[config.mk]
export PLATFORM = sky130hd
export DESIGN_NAME = base64_stream_encoder
export DESIGN_NICKNAME = d
export VERILOG_FILES = /design/src/rtl/b64e_pkg.sv /design/src/rtl/b64e_front.sv /design/src/rtl/b64e_fifo.sv /design/src/rtl/b64e_back.sv /design/src/rtl/base64_stream_encoder.sv
export SDC_FILE = /design/constraint.sdc
export NUM_CORES = 1
export LEC_CHECK = 0
export BUFFER_PORTS_ARGS = -buffer_cell sky130_fd_sc_hd__buf_2
export CAP_MARGIN = 20
export CORE_MARGIN = 2
export CORE_UTILIZATION = 57
export CTS_BUF_LIST = sky130_fd_sc_hd__clkbuf_8
export CTS_CLUSTER_DIAMETER = 30
export DETAILED_ROUTE_END_ITERATION = 10
export MAX_ROUTING_LAYER = met4
export PLACE_DENSITY = 0.79
export SLEW_MARGIN = 20
export SYNTH_ARGS = -nofsm -noshare
export SYNTH_HDL_FRONTEND = slang
export SYNTH_SLANG_ARGS = --single-unit
export TNS_END_PERCENT = 10
[constraint.sdc]
create_clock -name clk -period 3.5 [get_ports clk]
set_input_delay 0.7 -clock clk [delete_from_list [all_inputs] [get_ports clk]]
set_output_delay 0.7 -clock clk [all_outputs]
set_load 0.005 [all_outputs]
[src/rtl/b64e_pkg.sv]
// Types, constants and alphabet lookup shared by the base64 stream encoder.
package b64e_pkg;

	localparam logic FUNC_DATA   = 1'b0;
	localparam logic FUNC_FINISH = 1'b1;

	localparam logic [7:0] PAD_CHAR = 8'h3D;

	localparam int JOB_FIFO_DEPTH = 2;

	typedef struct packed {
		logic       func;
		logic [7:0] data_byte;
	} in_item_t;

	typedef struct packed {
		logic [7:0] char_code;
		logic       char_valid;
		logic       last;
	} out_item_t;

	// one classified input item: up to three characters to send
	typedef struct packed {
		logic [2:0][7:0] chars;
		logic [1:0]      cnt;
		logic            fin;
		logic            empty;
	} job_t;

	function automatic logic [7:0] sextet_char(input logic [5:0] v);
		logic [7:0] c;
		if (v < 6'd26) begin
			c = 8'h41 + {2'b00, v};
		end else if (v < 6'd52) begin
			c = 8'h61 + {2'b00, v} - 8'd26;
		end else if (v < 6'd62) begin
			c = 8'h30 + {2'b00, v} - 8'd52;
		end else if (v == 6'd62) begin
			c = 8'h2B;
		end else begin
			c = 8'h2F;
		end
		return c;
	endfunction

endpackage

[src/rtl/b64e_front.sv]
// Front end: accepts words, tracks group state and classifies each into a job.
module b64e_front (
	input  logic              clk,
	input  logic              arst_n,
	input  logic              src_valid,
	input  b64e_pkg::in_item_t src_item,
	input  logic              space,
	output logic              accept,
	output b64e_pkg::job_t    job
);
	import b64e_pkg::*;

	logic [5:0]  acc_q;
	logic [2:0]  pending_q;
	logic [1:0]  phase_q;

	logic [2:0]  p;
	logic [3:0]  total;
	logic [3:0]  sh1;
	logic        two;
	logic [13:0] word;
	logic [3:0]  rem;
	logic [5:0]  acc_n;
	logic [2:0]  pf;
	logic [5:0]  flush;

	assign accept = src_valid && space;

	always_comb begin
		p     = (pending_q > 3'd4) ? 3'd0 : pending_q;
		total = {1'b0, p} + 4'd8;
		two   = (total >= 4'd12);
		sh1   = total - 4'd6;
		word  = {acc_q, src_item.data_byte};
		rem   = two ? 4'd0 : sh1;
		acc_n = 6'(word & ((14'd1 << rem) - 14'd1));
		pf    = (pending_q > 3'd5) ? 3'd5 : pending_q;
		flush = 6'(acc_q << (3'd6 - pf));

		job = '0;
		if (src_item.func == FUNC_DATA) begin
			job.chars[0] = sextet_char(6'(word >> sh1));
			job.chars[1] = sextet_char(word[5:0]);
			job.cnt      = two ? 2'd2 : 2'd1;
		end else if (phase_q == 2'd0 || pending_q == 3'd0) begin
			job.cnt   = 2'd1;
			job.fin   = 1'b1;
			job.empty = 1'b1;
		end else begin
			job.chars[0] = sextet_char(flush);
			job.chars[1] = PAD_CHAR;
			job.chars[2] = PAD_CHAR;
			job.cnt      = (phase_q == 2'd1) ? 2'd3 : 2'd2;
			job.fin      = 1'b1;
		end
	end

	always_ff @(posedge clk or negedge arst_n) begin
		if (!arst_n) begin
			acc_q     <= '0;
			pending_q <= '0;
			phase_q   <= '0;
		end else if (accept) begin
			if (src_item.func == FUNC_DATA) begin
				acc_q     <= acc_n;
				pending_q <= rem[2:0];
				phase_q   <= (phase_q >= 2'd2) ? 2'd0 : phase_q + 2'd1;
			end else begin
				acc_q     <= '0;
				pending_q <= '0;
				phase_q   <= '0;
			end
		end
	end

endmodule

[src/rtl/b64e_fifo.sv]
// Two-entry job queue between front end and back end.
module b64e_fifo (
	input  logic           clk,
	input  logic           arst_n,
	input  logic           push,
	input  b64e_pkg::job_t push_job,
	input  logic           pop,
	output logic           space,
	output logic           head_valid,
	output b64e_pkg::job_t head_job
);
	import b64e_pkg::*;

	localparam int PTR_W = $clog2(JOB_FIFO_DEPTH);

	job_t             mem_q [JOB_FIFO_DEPTH];
	logic [PTR_W-1:0] wr_ptr_q;
	logic [PTR_W-1:0] rd_ptr_q;
	logic [PTR_W:0]   count_q;

	assign space      = (count_q != (PTR_W+1)'(JOB_FIFO_DEPTH));
	assign head_valid = (count_q != '0);
	assign head_job   = mem_q[rd_ptr_q];

	always_ff @(posedge clk) begin
		if (push) begin
			mem_q[wr_ptr_q] <= push_job;
		end
	end

	always_ff @(posedge clk or negedge arst_n) begin
		if (!arst_n) begin
			wr_ptr_q <= '0;
			rd_ptr_q <= '0;
			count_q  <= '0;
		end else begin
			if (push) begin
				wr_ptr_q <= (wr_ptr_q == PTR_W'(JOB_FIFO_DEPTH - 1)) ? '0 : wr_ptr_q + 1'b1;
			end
			if (pop) begin
				rd_ptr_q <= (rd_ptr_q == PTR_W'(JOB_FIFO_DEPTH - 1)) ? '0 : rd_ptr_q + 1'b1;
			end
			count_q <= count_q + (PTR_W+1)'(push) - (PTR_W+1)'(pop);
		end
	end

	a_no_overflow: assert property (@(posedge clk) disable iff (!arst_n)
		push |-> space)
		else $error("job queue overflow");
	a_no_underflow: assert property (@(posedge clk) disable iff (!arst_n)
		pop |-> head_valid)
		else $error("job queue underflow");
	a_count_bound: assert property (@(posedge clk) disable iff (!arst_n)
		count_q <= (PTR_W+1)'(JOB_FIFO_DEPTH))
		else $error("job queue count out of range");

endmodule

[src/rtl/b64e_back.sv]
// Back end: steps through the characters of each job into the output register.
module b64e_back (
	input  logic                clk,
	input  logic                arst_n,
	input  logic                job_valid,
	input  b64e_pkg::job_t      job,
	output logic                pop,
	output logic                dst_valid,
	input  logic                dst_ready,
	output b64e_pkg::out_item_t dst_item
);
	import b64e_pkg::*;

	logic [1:0]  idx_q;
	logic        out_valid_q;
	out_item_t   out_q;
	logic        load;
	logic        item_last;
	logic [7:0]  sel_char;

	assign load      = job_valid && (!out_valid_q || dst_ready);
	assign item_last = (idx_q == job.cnt - 2'd1);
	assign pop       = load && item_last;
	assign dst_valid = out_valid_q;
	assign dst_item  = out_q;

	always_comb begin
		case (idx_q)
			2'd0:    sel_char = job.chars[0];
			2'd1:    sel_char = job.chars[1];
			2'd2:    sel_char = job.chars[2];
			default: sel_char = job.chars[0];
		endcase
	end

	always_ff @(posedge clk) begin
		if (load) begin
			out_q.char_code  <= sel_char;
			out_q.char_valid <= !job.empty;
			out_q.last       <= job.fin && item_last;
		end
	end

	always_ff @(posedge clk or negedge arst_n) begin
		if (!arst_n) begin
			idx_q       <= '0;
			out_valid_q <= 1'b0;
		end else begin
			if (load) begin
				out_valid_q <= 1'b1;
				idx_q       <= item_last ? 2'd0 : idx_q + 2'd1;
			end else if (dst_ready) begin
				out_valid_q <= 1'b0;
			end
		end
	end

	a_idx_in_job: assert property (@(posedge clk) disable iff (!arst_n)
		job_valid |-> idx_q < job.cnt)
		else $error("character index beyond job length");
	a_idle_idx: assert property (@(posedge clk) disable iff (!arst_n)
		!job_valid |-> idx_q == 2'd0)
		else $error("character index not cleared between jobs");
	a_pop_loads: assert property (@(posedge clk) disable iff (!arst_n)
		pop |=> out_valid_q && (out_q.last == $past(job.fin)))
		else $error("final character of a job not marked correctly");

endmodule

[src/rtl/base64_stream_encoder.sv]
// Base64 stream encoder top level: front end, job queue and back end.
//
// Input channel src_valid/src_ready/src_item: one word per item. func = 0
// carries a raw byte; func = 1 finishes the stream, flushing pending bits
// as one character and appending '=' padding up to a multiple of four.
// A finish with nothing pending gives a single word with char_valid = 0
// and last = 1. Only the final word of a finish carries last.
// Output channel dst_valid/dst_ready/dst_item: one character per word.
// An item is first written into the job queue; once it is at the head
// and the output register is free or being emptied, its first character
// is loaded into the output register. The back end sends one character
// a cycle while the receiver is ready, so a byte gives one or two
// characters (two when it completes a 3-byte group) and a finish one to
// three; the output register is the limit on throughput.
// The front end keeps taking items while the two-entry job queue has room,
// so a stalled receiver only blocks the input once the queue fills.
// Reset (arst_n low) clears the bit accumulator, group position, queue
// and output valid; the encoder then starts a fresh stream.
module base64_stream_encoder (
	input  logic                clk,
	input  logic                arst_n,
	input  logic                src_valid,
	output logic                src_ready,
	input  b64e_pkg::in_item_t  src_item,
	output logic                dst_valid,
	input  logic                dst_ready,
	output b64e_pkg::out_item_t dst_item
);
	import b64e_pkg::*;

	logic space;
	logic accept;
	job_t push_job;
	logic pop;
	logic head_valid;
	job_t head_job;

	assign src_ready = space;

	b64e_front u_front (
		.clk      (clk),
		.arst_n   (arst_n),
		.src_valid(src_valid),
		.src_item (src_item),
		.space    (space),
		.accept   (accept),
		.job      (push_job)
	);

	b64e_fifo u_fifo (
		.clk       (clk),
		.arst_n    (arst_n),
		.push      (accept),
		.push_job  (push_job),
		.pop       (pop),
		.space     (space),
		.head_valid(head_valid),
		.head_job  (head_job)
	);

	b64e_back u_back (
		.clk      (clk),
		.arst_n   (arst_n),
		.job_valid(head_valid),
		.job      (head_job),
		.pop      (pop),
		.dst_valid(dst_valid),
		.dst_ready(dst_ready),
		.dst_item (dst_item)
	);

endmodule
==> summary.md <==
| Metric | Value |
|---|---|
| Layout overhead on the synthesized area | `11.2%` |
| Power density over cell area | `952 nW/um^2` |
| Final HPWL DP | `8890 um` |
| First-pass GRT wire length | `19,600 um` |
| Slew headroom | `0.344` |
| WP buf/inv | `3` |
| Die Y | `between 90 and 100 um` |
| CP Class | `register to register` |
| Flops & latches, synth | `70` |
| Wire per inst | `approximately 18 um` |
| Global route overflow | `0` |
| Warnings from Yosys | `0` |
| CP max stage cell | `dfrtp_1` |
| Sink Count | `70` |
| CP endpoint kind | `register` |
| I/O Buffers | `24` |
| Root Buffer | `clkbuf_8` |
| P_sw | `between 2 and 2.5 mW` |
| RePlAce Congestion | `0.940` |
| Part of the power in registers | `0.274` |
| Via count | `roughly 4,200` |
| Post-route ant nets | `0` |
| H-tree depth | `3` |
| Run status | `complete, no violations` |
| ANT cells | `0` |
| Pleak | `between 2 and 2.5 nW` |
| Design Area, Final | `5760 um^2` |
| Die Area | `9870 um^2` |
| Clk network pwr share | `0.134` |
| Final Cycle Share | `0.962` |
| DRT Pass-1 Iters | `7` |
| Syn Inst Count | `between 500 and 600` |
| Post-synth EDFFs | `between 50 and 60` |
| # rows | `34` |
| Crit path DAT | `about 3500 ps` |
| Mean post-synth cell area | `about 10 um^2` |
| Sw Share | `0.428` |
| Final core occ | `0.658` |
| Vias/cell | `approximately 6.3` |
| RSZ-0062 raised after global routing | `false` |
| Initial core utilization | `0.592` |
| Ys flop type | `edfxtp_1` |
| CP peak stage delay | `410 ps` |
| Placement Cell Area | `5470 um^2` |
| Fmax | `around 300 MHz` |
| CP delay by family, top | `compound AO/OA/AOI/OAI gates` |
| Async SR Flop Fraction | `0.257` |
| Clock-pin slew on the worst setup and hold paths | `~80 ps` |
| Final WS setup | `~130 ps` |
| Layout fillers | `705` |
| Die width | `roughly 99 um` |
| Number of max-cap violations | `0` |
| Ratio of cells with drive above 1 in the final layout | `0.208` |
| Post-synth cell types | `84` |
| Final Skew | `around 11 ps` |
| DR DRC count | `0` |
| Drt total wl | `around 12,000 um` |
| Sequential share of the synthesized area | `0.388` |
| Synthesized area | `5180 um^2` |
| VDD IR max | `approximately 0.5 mV` |
| Critical-path cell list | `buf_12 > nor2b_1 > buf_4 > mux4_2 > a2bb2oi_2 > o31a_4 > inv_4 > ha_1 > nand2b_2 > mux2_4 > a2111oi_2 > a21oi_1 > o32ai_2` |
| Tot Pwr | `around 5.5 mW` |
| Post-Place Setup Slack | `85.4 ps` |
| Startpoint types | `register` |
| # IOs | `25` |
| Initial antenna violation count | `0` |
| Logic gate share of total power | `0.592` |
| CTS tree | `built` |
| Final count of pins violating max slew | `0` |
| Internal cell power | `3.14 mW` |
| Nets | `around 600` |
| Core area | `around 8800 um^2` |
| Tot GR Track Use | `0.256` |
| Clock tree buffer depth | `2` |
| Slew @ Worst Pin | `984 ps` |
| Initial drt markers | `268` |
| Hold Path Class | `primary input to async pin` |
| Min cycle time layout | `between 3000 and 4000 ps` |
| Largest net degree at the start of global routing | `31` |
| CP Max Fanout | `30` |
| Setup violators final | `0` |
| CP Data Required Time | `3630 ps` |
| Number of global-route vias before repair | `approximately 3,900` |
| Final Hold Violating Endpoints | `0` |
| Num CTS Buffers | `9` |
| Post-CTS Hold Fix Bufs | `0` |
| Reg2Reg Setup Slack | `130 ps` |
| Clock Latency Late Sink | `330 ps` |
[cell usage after synthesis (all sizes together) (3+ instances only)]
library cell,number,area [um^2]
nand2b,11,76.3
a22oi,6,45.0
o211ai,7,66.3
or2,3,18.8
dfrtp,18,450
o31ai,5,51.3
a211o,5,43.8
inv,28,110
xnor2,14,123
nor2,37,141
mux2i,20,200
and3,4,25.0
buf,16,130
edfxtp,52,1560
o21ai,40,208
a21o,4,30.0
nor3,13,65.1
xor2,4,35.0
o211a,4,40.0
o22ai,3,32.5
ha,29,363
a21oi,32,164
a31oi,6,43.8
a211oi,8,65.1
nor2b,9,56.3
a221o,3,30.0
o21a,4,30.0
o311ai,4,52.6
mux2,12,139
nand3,13,65.1
clkbuf,20,75.1
and2,6,37.5
a221oi,3,26.3
nand2,50,188
[cell families (layout without fill, tap and decap cells)]
group           Yosys count  in the layout  synth area share
compound gates          157            157             0.227
xor+xnor                 18             18            0.0304
fa+ha+maj                29             29            0.0700
buf+inv                  64            100            0.0608
flops                    70             70             0.388
mux                      34             34            0.0741
other cells               2              3           0.00145
simple gates            157            157             0.148
[placed cells by master, fill, tap and decap left out, types with 11 or more instances in the layout]
cell	n
inv_1	24
mux2_2	11
o21ai_0	35
mux2i_1	19
nor3_1	13
buf_2	24
dfrtp_1	16
xnor2_1	14
a21oi_1	31
buf_4	31
edfxtp_1	52
nand3_1	13
nor2_1	36
nand2_1	50
ha_1	27
[final cells by class]
type | count | area, um^2 | share of cell area
clock buffer | 9 | 124 | 0.0215
clock inverter | 7 | 103 | 0.0178
inverter | 28 | 110 | 0.0191
multi-input combinational | 398 | 2910 | 0.504
sequential | 70 | 2010 | 0.349
tap | 108 | 135 | 0.0234
timing repair buffer | 56 | 373 | 0.0647
[through the flow]
step	std cells	setup TNS (ps)	hold WS, ps
2_1_floorplan	532	-56.8	404
3_3_place_gp	656	0	471
3_5_place_dp	656	0	487
4_1_cts	672	0	302
5_1_grt	676	0	318
6_report	676	0	301
[power by group through the flow]
stage	Clock [mW]	Sequential, mW	Combinational (mW)
final	0.735	1.50	3.25
after global routing	0.779	1.53	3.54
after CTS	0.747	1.50	3.06
after detailed placement	0	1.52	3.05
after global placement	0	1.50	3.00
after floorplan	0	1.45	2.37
[registers in the layout (all words and copies together), names as in the netlist, 2 cells and up]
name	count
u_fifo.count_q	2
u_front.phase_q	2
u_front.acc_q	6
u_back.dst_item	10
u_back.idx_q	2
u_front.pending_q	3
u_fifo.mem_q	42
[path summary, 6_finish.rpt]
path,start,end,cells after the start
max,u_front.pending_q[0],u_fifo.mem_q[0][8],13
min in group clk,u_back.dst_valid,u_back.dst_valid,2
max reg2reg,u_front.pending_q[0],u_fifo.mem_q[0][8],13
max in group asynchronous,arst_n,u_front.pending_q[1],1
min,arst_n,u_back.idx_q[1],1
min reg2reg,u_back.dst_valid,u_back.dst_valid,2
[per-layer routing]
layer  vias up  global-route usage  routed length, um
met5         -                   -                  0
met4         0              0.0864                317
met3        33              0.0394                691
met2       174               0.429               5910
met1      2014               0.317               5190
li1       2027                   -                  -
[repair_timing]
| item | CTS | global route |
|---|---|---|
| resized for setup | 0 | 10 |
| buffers inserted | 0 | 4 |
| setup endpoints to repair | 0 | 13 |
Note: power is estimated with default switching activity, not from simulation.
